<file path="config.mk">
export PLATFORM = sky130hd
export DESIGN_NAME = coulomb_counter_soc_top
export DESIGN_NICKNAME = d
export VERILOG_FILES = /design/src/design/ccs_pkg.sv /design/src/design/ccs_ctrl.sv /design/src/design/ccs_dp.sv /design/src/design/coulomb_counter_soc_top.sv
export SDC_FILE = /design/constraint.sdc
export NUM_CORES = 2
export LEC_CHECK = 0
export CAP_MARGIN = 20
export CORE_MARGIN = 2
export CORE_UTILIZATION = 28
export DETAILED_ROUTE_END_ITERATION = 7
export DONT_BUFFER_PORTS = 1
export GPL_TIMING_DRIVEN = 0
export PLACE_DENSITY = 0.5
export SLEW_MARGIN = 20
export SYNTH_ARGS = -nofsm -noshare
export SYNTH_HDL_FRONTEND = slang
export SYNTH_HIERARCHICAL = 1
export SYNTH_SLANG_ARGS = --single-unit
</file>
<file path="constraint.sdc">
create_clock -name clk -period 9.4 [get_ports clk]
set_input_delay 1.41 -clock clk [delete_from_list [all_inputs] [get_ports clk]]
set_output_delay 1.41 -clock clk [all_outputs]
set_load 0.02 [all_outputs]
</file>
<file path="src/design/ccs_pkg.sv">
// Shared types and constants for the coulomb counter SOC estimator.
// No dependencies; imported by ccs_ctrl, ccs_dp and coulomb_counter_soc_top.
`timescale 1ns / 1ps
`default_nettype none

package ccs_pkg;

  // SOC scale: full charge in hundredths of a percent
  localparam logic [13:0] SOC_FULL       = 14'd10000;
  localparam logic [13:0] INIT_SOC_RESET = 14'd10000;
  localparam logic [47:0] CAP_RESET      = 48'd36000000000;

  // quotient bits kept by the divider; anything wider is "far out of range"
  localparam int QUO_W     = 15;
  localparam int DIV_CNT_W = 4;
  localparam logic [DIV_CNT_W-1:0] DIV_LAST = DIV_CNT_W'(QUO_W - 1);

  // configuration register indexes
  localparam logic CFG_INITIAL_SOC = 1'b0;
  localparam logic CFG_CAPACITY    = 1'b1;

  // result status codes
  localparam logic [1:0] STAT_IN_RANGE = 2'd0;
  localparam logic [1:0] STAT_EMPTY    = 2'd1;
  localparam logic [1:0] STAT_FULL     = 2'd2;
  localparam logic [1:0] STAT_HOLD     = 2'd3;

  typedef struct packed {
    logic signed [15:0] current_ma;
    logic [31:0]        time_ms;
  } ccs_in_t;

  typedef struct packed {
    logic [13:0]        soc_hundredths;
    logic signed [47:0] charge_step;
    logic [1:0]         soc_status;
  } ccs_out_t;

  // controller -> datapath
  typedef struct packed {
    logic load;   // capture item, update last sample
    logic mul;    // trapezoid product
    logic step;   // halve toward zero
    logic acc;    // saturating accumulate
    logic mag;    // magnitude of accumulator
    logic plo;    // low half times 10000
    logic phi;    // high half times 10000
    logic sum;    // combine partial products
    logic chk;    // quotient overflow check, divider setup
    logic div;    // one restoring divide step
    logic fin;    // classify, update state, load result
  } ccs_cmd_t;

  // datapath -> controller
  typedef struct packed {
    logic big;    // quotient too large for the divider
  } ccs_sts_t;

endpackage

`default_nettype wire

</file>
<file path="src/design/ccs_ctrl.sv">
// Sequencer for the coulomb counter: steps the datapath through one item.
// Depends on ccs_pkg for command/status structs and divider length.
`timescale 1ns / 1ps
`default_nettype none

module ccs_ctrl
  import ccs_pkg::*;
(
  input  wire logic     clk,
  input  wire logic     rst,
  input  wire logic     in_valid,
  output logic          in_stall,
  output logic          out_valid,
  input  wire logic     out_stall,
  output ccs_cmd_t      cmd,
  input  wire ccs_sts_t sts
);

  localparam logic [3:0] S_IDLE = 4'd0;
  localparam logic [3:0] S_MUL  = 4'd1;
  localparam logic [3:0] S_STEP = 4'd2;
  localparam logic [3:0] S_ACC  = 4'd3;
  localparam logic [3:0] S_MAG  = 4'd4;
  localparam logic [3:0] S_PLO  = 4'd5;
  localparam logic [3:0] S_PHI  = 4'd6;
  localparam logic [3:0] S_SUM  = 4'd7;
  localparam logic [3:0] S_CHK  = 4'd8;
  localparam logic [3:0] S_DIV  = 4'd9;
  localparam logic [3:0] S_FIN  = 4'd10;

  logic [3:0]           state, state_next;
  logic [DIV_CNT_W-1:0] count, count_next;
  logic                 out_valid_next;

  assign in_stall = (state != S_IDLE);

  always_comb begin
    cmd            = '0;
    state_next     = state;
    count_next     = count;
    out_valid_next = out_valid && out_stall;
    case (state)
      S_IDLE: begin
        if (in_valid) begin
          cmd.load   = 1'b1;
          state_next = S_MUL;
        end
      end
      S_MUL: begin
        cmd.mul    = 1'b1;
        state_next = S_STEP;
      end
      S_STEP: begin
        cmd.step   = 1'b1;
        state_next = S_ACC;
      end
      S_ACC: begin
        cmd.acc    = 1'b1;
        state_next = S_MAG;
      end
      S_MAG: begin
        cmd.mag    = 1'b1;
        state_next = S_PLO;
      end
      S_PLO: begin
        cmd.plo    = 1'b1;
        state_next = S_PHI;
      end
      S_PHI: begin
        cmd.phi    = 1'b1;
        state_next = S_SUM;
      end
      S_SUM: begin
        cmd.sum    = 1'b1;
        state_next = S_CHK;
      end
      S_CHK: begin
        cmd.chk    = 1'b1;
        count_next = '0;
        state_next = S_DIV;
      end
      S_DIV: begin
        if (sts.big) begin
          state_next = S_FIN;
        end else begin
          cmd.div    = 1'b1;
          count_next = count + 1'b1;
          if (count == DIV_LAST) begin
            state_next = S_FIN;
          end
        end
      end
      S_FIN: begin
        // wait for the output register to free up
        if (!out_valid || !out_stall) begin
          cmd.fin        = 1'b1;
          out_valid_next = 1'b1;
          state_next     = S_IDLE;
        end
      end
      default: begin
        state_next = S_IDLE;
      end
    endcase
  end

  always_ff @(posedge clk) begin
    if (rst) begin
      state     <= S_IDLE;
      count     <= '0;
      out_valid <= 1'b0;
    end else begin
      state     <= state_next;
      count     <= count_next;
      out_valid <= out_valid_next;
    end
  end

endmodule

`default_nettype wire

</file>
<file path="src/design/ccs_dp.sv">
// Datapath for the coulomb counter: trapezoid charge, accumulator,
// scaled restoring divider, SOC classification and result register.
// Depends on ccs_pkg; driven by ccs_ctrl commands.
`timescale 1ns / 1ps
`default_nettype none

module ccs_dp
  import ccs_pkg::*;
(
  input  wire logic        clk,
  input  wire logic        rst,
  input  wire logic        cfg_write_en,
  input  wire logic        cfg_index,
  input  wire logic [47:0] cfg_data,
  input  wire ccs_in_t     in_item,
  input  wire ccs_cmd_t    cmd,
  output ccs_sts_t         sts,
  output ccs_out_t         out_item
);

  // configuration
  logic [13:0] start_soc;
  logic [47:0] cap;

  // item state
  logic signed [15:0] last_cur;
  logic [31:0]        last_time;
  logic signed [63:0] charge;
  logic [13:0]        soc_val;

  // working registers
  logic signed [16:0] cur_sum;
  logic [31:0]        dt;
  logic signed [48:0] prod;
  logic signed [47:0] step;
  logic               neg;
  logic [63:0]        mag;
  logic [45:0]        plo;
  logic [45:0]        phi;
  logic [77:0]        num;
  logic [47:0]        capx;
  logic [61:0]        dvsr;
  logic [QUO_W-1:0]   quo;
  logic               big;

  // combinational
  logic signed [49:0] prod_full;
  logic signed [48:0] prod_adj;
  logic signed [63:0] step_ext;
  logic signed [63:0] acc_sum;
  logic               acc_ovf;
  logic signed [63:0] acc_sat;
  logic [31:0]        mul_in;
  logic [45:0]        mul_out;
  logic               div_ge;
  logic signed [17:0] soc_calc;
  logic signed [17:0] init_s;
  logic signed [17:0] quo_s;
  logic signed [17:0] full_s;
  logic [1:0]         status;
  logic [13:0]        soc_val_next;

  assign sts.big = big;

  assign prod_full = cur_sum * $signed({1'b0, dt});
  // truncate toward zero: bias negatives by one before the shift
  assign prod_adj  = prod + $signed({48'd0, prod[48]});

  assign step_ext = {{16{step[47]}}, step};
  assign acc_sum  = charge + step_ext;
  assign acc_ovf  = (charge[63] == step_ext[63]) && (acc_sum[63] != charge[63]);
  assign acc_sat  = acc_ovf ? (charge[63] ? {1'b1, 63'd0} : {1'b0, {63{1'b1}}}) : acc_sum;

  // one 32x14 multiplier serves both halves of the magnitude
  assign mul_in  = cmd.phi ? mag[63:32] : mag[31:0];
  assign mul_out = mul_in * 46'(SOC_FULL);

  assign div_ge = (num[62:0] >= {1'b0, dvsr});

  assign init_s   = $signed({4'd0, start_soc});
  assign quo_s    = $signed({{(18 - QUO_W){1'b0}}, quo});
  assign full_s   = $signed({4'd0, SOC_FULL});
  assign soc_calc = neg ? (init_s + quo_s) : (init_s - quo_s);

  always_comb begin
    status       = STAT_HOLD;
    soc_val_next = soc_val;
    if (big) begin
      if (neg) begin
        status       = STAT_FULL;
        soc_val_next = SOC_FULL;
      end else begin
        status       = STAT_EMPTY;
        soc_val_next = '0;
      end
    end else if (soc_calc > 18'sd0 && soc_calc <= full_s) begin
      status       = STAT_IN_RANGE;
      soc_val_next = soc_calc[13:0];
    end else if (soc_calc < 18'sd0) begin
      status       = STAT_EMPTY;
      soc_val_next = '0;
    end else if (soc_calc > full_s) begin
      status       = STAT_FULL;
      soc_val_next = SOC_FULL;
    end
  end

  // configuration and item state
  always_ff @(posedge clk) begin
    if (rst) begin
      start_soc <= INIT_SOC_RESET;
      cap       <= CAP_RESET;
      last_cur  <= '0;
      last_time <= '0;
      charge    <= '0;
      soc_val   <= INIT_SOC_RESET;
    end else begin
      if (cfg_write_en) begin
        case (cfg_index)
          CFG_INITIAL_SOC: start_soc <= cfg_data[13:0];
          CFG_CAPACITY:    cap       <= cfg_data;
          default:         cap       <= cap;
        endcase
      end
      if (cmd.load) begin
        last_cur  <= in_item.current_ma;
        last_time <= in_item.time_ms;
      end
      if (cmd.acc) begin
        charge <= acc_sat;
      end else if (cmd.fin) begin
        if (status == STAT_EMPTY) begin
          charge <= $signed({16'd0, capx});
        end else if (status == STAT_FULL) begin
          charge <= '0;
        end
      end
      if (cmd.fin) begin
        soc_val <= soc_val_next;
      end
    end
  end

  // working registers, no reset needed
  always_ff @(posedge clk) begin
    if (cmd.load) begin
      cur_sum <= 17'(last_cur) + 17'(in_item.current_ma);
      dt      <= in_item.time_ms - last_time;
    end
    if (cmd.mul) begin
      prod <= prod_full[48:0];
    end
    if (cmd.step) begin
      step <= prod_adj[48:1];
    end
    if (cmd.mag) begin
      neg <= charge[63];
      mag <= charge[63] ? (64'd0 - charge) : charge;
    end
    if (cmd.plo) begin
      plo <= mul_out;
    end
    if (cmd.phi) begin
      phi <= mul_out;
    end
    if (cmd.sum) begin
      num  <= {phi, 32'd0} + {32'd0, plo};
      capx <= (cap == '0) ? 48'd1 : cap;
    end
    if (cmd.chk) begin
      big  <= (num >= {15'd0, capx, 15'd0});
      dvsr <= {capx, 14'd0};
      quo  <= '0;
    end
    if (cmd.div) begin
      if (div_ge) begin
        num <= {15'd0, num[62:0] - {1'b0, dvsr}};
      end
      quo  <= {quo[QUO_W-2:0], div_ge};
      dvsr <= dvsr >> 1;
    end
    if (cmd.fin) begin
      out_item.soc_hundredths <= soc_val_next;
      out_item.charge_step    <= step;
      out_item.soc_status     <= status;
    end
  end

endmodule

`default_nettype wire

</file>
<file path="src/design/coulomb_counter_soc_top.sv">
// Coulomb counter SOC estimator: one item at a time runs the sequence below;
// the divide steps are skipped when the scaled quotient overflows.
// Cost is set by the 15-step restoring divider for charge*10000/capacity.
// A finished result sits in the output register; the next item may enter
// while it waits. Synchronous reset: SOC 100.00 %, capacity 36e9 uC,
// last sample, time and accumulator all zero.
`timescale 1ns / 1ps
`default_nettype none

module coulomb_counter_soc_top
  import ccs_pkg::*;
(
  input  wire logic        clk,
  input  wire logic        rst,
  // configuration write port
  input  wire logic        cfg_write_en,
  input  wire logic        cfg_index,
  input  wire logic [47:0] cfg_data,
  // sample input
  input  wire logic        in_valid,
  output logic             in_stall,
  input  wire ccs_in_t     in_item,
  // result output
  output logic             out_valid,
  input  wire logic        out_stall,
  output ccs_out_t         out_item
);

  // Sequence per item:
  //   load   - dt and current sum formed, last sample updated
  //   mul    - (prev + curr) * dt, 17 x 33 signed
  //   step   - halve, rounding toward zero
  //   acc    - saturating 64-bit accumulate
  //   mag    - |charge|, sign kept aside
  //   plo/phi- |charge| * 10000 as two 32 x 14 partial products
  //   sum    - 78-bit numerator
  //   chk    - numerator >= capacity << 15 means SOC is far out of range
  //   div    - 15 restoring steps, one quotient bit each
  //   fin    - clamp / hold decision, state update, result registered
  ccs_cmd_t cmd;
  ccs_sts_t sts;

  ccs_ctrl u_ctrl (
    .clk       (clk),
    .rst       (rst),
    .in_valid  (in_valid),
    .in_stall  (in_stall),
    .out_valid (out_valid),
    .out_stall (out_stall),
    .cmd       (cmd),
    .sts       (sts)
  );

  ccs_dp u_dp (
    .clk          (clk),
    .rst          (rst),
    .cfg_write_en (cfg_write_en),
    .cfg_index    (cfg_index),
    .cfg_data     (cfg_data),
    .in_item      (in_item),
    .cmd          (cmd),
    .sts          (sts),
    .out_item     (out_item)
  );

endmodule

`default_nettype wire

</file>
# ---- Yosys cells after proc, flatten, opt, wreduce, memory -nomap -nowiden
# Cells that the tools add are included.
dict set report classes {
  muxes 49
  bitwise 1
  multipliers 2
  add_sub_neg 10
  n_eq_ne 19
  reduce_logical 18
  magnitude_cmp 6
}
# operator count
set ops {}
lappend ops {{2-to-1 mux 64 bit} 6}
lappend ops {{2-to-1 mux 78 bit} 3}
lappend ops {{2-to-1 mux 61 bit} 2}
lappend ops {{adder 78 x 46 -> 78 bit} 1}
lappend ops {{>= comparator 78 x 63 -> 1 bit} 1}
lappend ops {{2-to-1 mux 14 bit} 5}
lappend ops {{adder 64 x 48 -> 64 bit} 1}
lappend ops {{subtractor 1 x 64 -> 64 bit (first input constant)} 1}
lappend ops {{>= comparator 63 x 62 -> 1 bit} 1}
lappend ops {{2-to-1 mux 63 bit} 1}
lappend ops {{subtractor 63 x 62 -> 63 bit} 1}
lappend ops {{adder 49 x 2 -> 49 bit} 1}
lappend ops {{multiplier 17 x 33 -> 49 bit} 1}
lappend ops {{zero test 48 bit} 1}
lappend ops {{one-hot mux 4 bit (11 select lines)} 1}
lappend ops {{multiplier 32 x 10 -> 42 bit (second input constant)} 1}
lappend ops {{2-to-1 mux 32 bit} 1}
lappend ops {{subtractor 32 bit} 1}
lappend ops {{2-to-1 mux 15 bit} 2}
lappend ops {{2-to-1 mux 4 bit} 5}
lappend ops {{> comparator 18 x 1 -> 1 bit (second input constant)} 1}
lappend ops {{> comparator 18 x 15 -> 1 bit (second input constant)} 1}
lappend ops {{less-or-equal comparator 18 x 15 -> 1 bit (second input constant)} 1}
lappend ops {{less-than comparator 18 x 1 -> 1 bit (second input constant)} 1}
lappend ops {{29 further kinds} 64}
dict set report totals {
  input_bits 102
  reg_bits 760
  output_inout_bits 66
  wordCells 132
}

# ---- Longest topological paths before layout
dict set report logic_depth {
  ltp_word 12
  mapped_depth 28
  mapped_depth_nobuf 25
}

# ---- By module
# Netlist, hierarchy kept.
# mod cells_per_inst area_each_um2 n_inst seq_area_each_um2
set by_module_without_submodules {}
lappend by_module_without_submodules {ccs_dp 6860 64360.5 1 19879.1}
lappend by_module_without_submodules {ccs_ctrl 78 609.3 1 180.2}

# ---- Worst setup path before layout
# Ideal clock, no wire load.
dict set report synth_path {
  kind {reg2reg}
  startpoint {reg u_ctrl.state[0]}
  endpoint {reg u_dp.phi[44] (data pin)}
  path_stages_with_launch 29
  path_buffers 4
  required_time_ns 9.138
  period_less_slack_ns 9.550
  path_slack_ns -0.150
  setup_ns 0.262
  t_arrival_ns 9.288
  path_cell_list {dfxtp_1 > clkbuf_1 > clkbuf_1 > nor3_1 > clkbuf_1 > clkbuf_1 > mux2i_1 > inv_1 > fa_1 > ha_1 > inv_1 > fa_1 > inv_1 > ha_1 > inv_1 > fa_1 > inv_1 > ha_1 > a21o_1 > a21o_1 > a2111oi_0 > nor3_1 > o2111ai_1 > a31oi_1 > o21ai_0 > nand2_1 > a21o_1 > a21oi_1 > xnor2_1}
}
# item line_no
set synth_lines {}
lappend synth_lines {{start: declaration} ccs_ctrl.sv:31} ;# logic [3:0] state, state_next;
lappend synth_lines {{start signal: assignment} ccs_ctrl.sv:113} ;# state <= state_next;
lappend synth_lines {{end signal: assignment} ccs_dp.sv:164} ;# phi <= mul_out;
lappend synth_lines {{end: declaration} ccs_dp.sv:39} ;# logic [45:0] phi;

==> impl_metrics.ini <==
[status]
outcome = finished, final reports clean

[drt]
ant_nets = 0
viasPerCell = 4.83
dr.first_iter.drc_count = 3389
post-route-drc-count = 0
wl_um = 213000
vias = 49100
wl_met2_um = 103000
first_pass_iters = 6
drt-met1-wl_um = 90500
top_layer = met5
wire_per_inst_um = 20.9
wl_met3_um = 9720

[grt]
grt_pass1_wl_um = 318000
grtUsageTotal_pct = 17.9
grt_start_max_net_pins = 51
grt_pass1_vias = 50100
grt_overflow = 0
antenna_found_initial = 11

[sta]
finalClockSkew_ps = 68.6
max_freq_mhz = 120
finalMaxSlewViolations = 0
min_period_ps = 8340
whs_ps = 464
timing.final.setup_violations = 0
worst_pin_slew_ps = 1190
max-slew-margin-rel_pct = 18.6
post-route-period-util_pct = 88.7
hold_viol_final = 0
grt_setup_unrepaired = false

[critical_path]
regToRegEndpoint = u_dp/plo[44]
r2r_cells = 30
r2r_start = u_ctrl/state[0]
crit_slowest_cell = mux2i_1
worstPathMaxFanout = 10
arrival_ps = 8810
crit_top_cell = inv_1
start_kind = flip-flop
cp-end-kind = flip-flop
cpPeakStageDelay_ps = 520
r2r_slack_ps = 1060
critical_path_class = reg -> reg
cp.required_ps = 9870

[clock_tree]
worstSkewPairLatency_ps = 770
cts_num_sinks = 760
numCtsBuffers = 88
post_cts_buffers = 0
cts.repair.resized = 0
cts_root_buffer = clkbuf_16
cts_tree = done
holdBufCountCts = 0
htree_num_levels = 3
cts_buffer_depth = 3
path_clk_slew_ps = 60

[cells_and_area]
final_common_cell = inv_1
seq_area_um2 = 20100
final_cell_mix = 1022 x inv_1, 706 x nand2_1, 539 x fa_1
stdcell_count = 10200
fillers = 24300
drive_gt1_share_pct = 3.62
nNetsFinal = 8233
multi_input_area_um2 = 39900
areaGrowthSynthToFinish_pct = 11.1

[min_path]
worstHoldStart = u_dp/soc_val[4]
min_path_cells = 2
hold_path.class = reg -> reg
worstHoldEndpoint = u_dp/soc_val[4]

[synth]
avgSynthCellArea_um2 = 9.36
ys.warnings.count = 6
synth-edff-count = 484
syn_area_um2 = 65000
synth_fp_nets = 8112
synthArstFlopShare_pct = 0
yosys_most_used_dff = edfxtp_1
synthCells = 6938
seq_area_frac_synth_pct = 30.9
yosysUniqueCellTypes = 95
ys_seq_elements = 760

[floorplanning]
die_area_um2 = 236000
io_pins = 168
die_x_um = 486
core_area_um2 = 230000
row_count = 176
die_h_um = 486
start_util_pct = 28.2

[job]
drv_cap = 0

[place]
numPortBuffers = 0
place_inst = 9995
gp_congestion = 0.964
hpwl_um = 178000
Yosys cell counts, types with 13 or more instances:
master,n,share of area [%]
or2_2,17,0.16
ha_1,533,10
mux2i_1,119,1.8
fa_1,539,17
o211ai_1,24,0.28
a211oi_1,75,0.87
and3_1,60,0.58
a31oi_1,34,0.33
buf_2,15,0.12
o31ai_1,38,0.44
nand4_1,62,0.60
o21bai_1,41,0.47
xor2_1,99,1.3
nand3_1,114,0.88
o21a_1,49,0.57
nand2_1,706,4.1
o21ai_0,323,2.5
xnor2_1,282,3.8
clkbuf_1,289,1.7
a21o_1,151,1.7
o41ai_1,13,0.18
edfxtp_1,484,22
nor3_1,73,0.56
nor2b_1,51,0.49
inv_1,1022,5.9
dfxtp_1,276,8.5
a21boi_0,19,0.22
and4_1,18,0.24
a21oi_1,395,3.0
nor2_1,350,2.0
and2_1,293,2.8
or3_1,37,0.36
nor4_1,31,0.30
nand2b_1,61,0.59
per-stage QoR:
step	area [µm²]	TNS, ps	utilization (%)	setup slack, ps
floorplan	65000	0	-	1150
global route	72200	0	31.3	467
finish	72200	0	31.3	1060
detailed placement	69200	0	30.1	980
global placement	68800	-57530	29.9	-1700
CTS	72200	0	31.3	937
metal layers:
layer  GRT usage, %  vias to the layer above
li1               -                    23500
met1           22.5                    24000
met2           30.8                     1233
met3           2.30                      358
met4           7.12                       10
met5              0                        -
state kept, by name, summed over array words and instances (netlist names), 4 cells and up:
register / cells
u_dp/soc_val: 14
u_dp/last_cur: 16
u_dp/cur_sum: 17
u_dp/num: 78
u_dp/charge: 64
u_dp/dt: 32
u_dp/phi: 42
u_dp/quo: 15
u_dp/out_item: 64
u_dp/capx: 48
u_ctrl/count: 4
u_dp/last_time: 32
u_dp/dvsr: 62
u_dp/start_soc: 14
u_dp/prod: 49
u_dp/step: 48
u_dp/cap: 48
u_dp/plo: 42
u_dp/mag: 64
u_ctrl/state: 4
worst max-delay path: cells and delay by family, from the launching register on:
family / cells / cell delay [ps]
compound gates: 8 / 2030
simple gates: 3 / 540
buf+inv: 11 / 2120
mux: 1 / 520
flops: 1 / 290
xor+xnor: 1 / 110
fa+ha+maj: 6 / 2450
kinds of logic after synthesis:
family / synth area share, %
compound gates: 12.8
xor+xnor: 5.14
fa+ha+maj: 26.9
buf+inv: 7.82
flops: 30.9
mux: 1.99
simple gates: 14.5
how the worst max path moves through the flow:
stage               slack, ps             from            to  depth (start not counted)
finish                   1060  u_ctrl/state[0]  u_dp/plo[44]                         30
global route              470  u_ctrl/state[0]  u_dp/plo[44]                         30
CTS                       940  u_ctrl/state[0]  u_dp/plo[44]                         30
detailed placement        980  u_ctrl/state[0]  u_dp/plo[44]                         30
global placement        -1700  u_ctrl/state[0]  u_dp/phi[44]                         28
floorplan                1150  u_ctrl/state[0]  u_dp/phi[44]                         28
final cells by class:
cell class,count,area share [%]
diodes,6,0.0208
plain buffers,321,1.73
clock buffers,110,3.18
clock inverters,56,0.906
inverters,1022,5.31
multi-input cells,4835,55.3
flip-flops and latches,760,27.8
well taps,3026,5.24
repair buffers,31,0.560
Power is not shown: default switching activity piles up to over one toggle a cycle in this logic, so the estimate is an artifact.
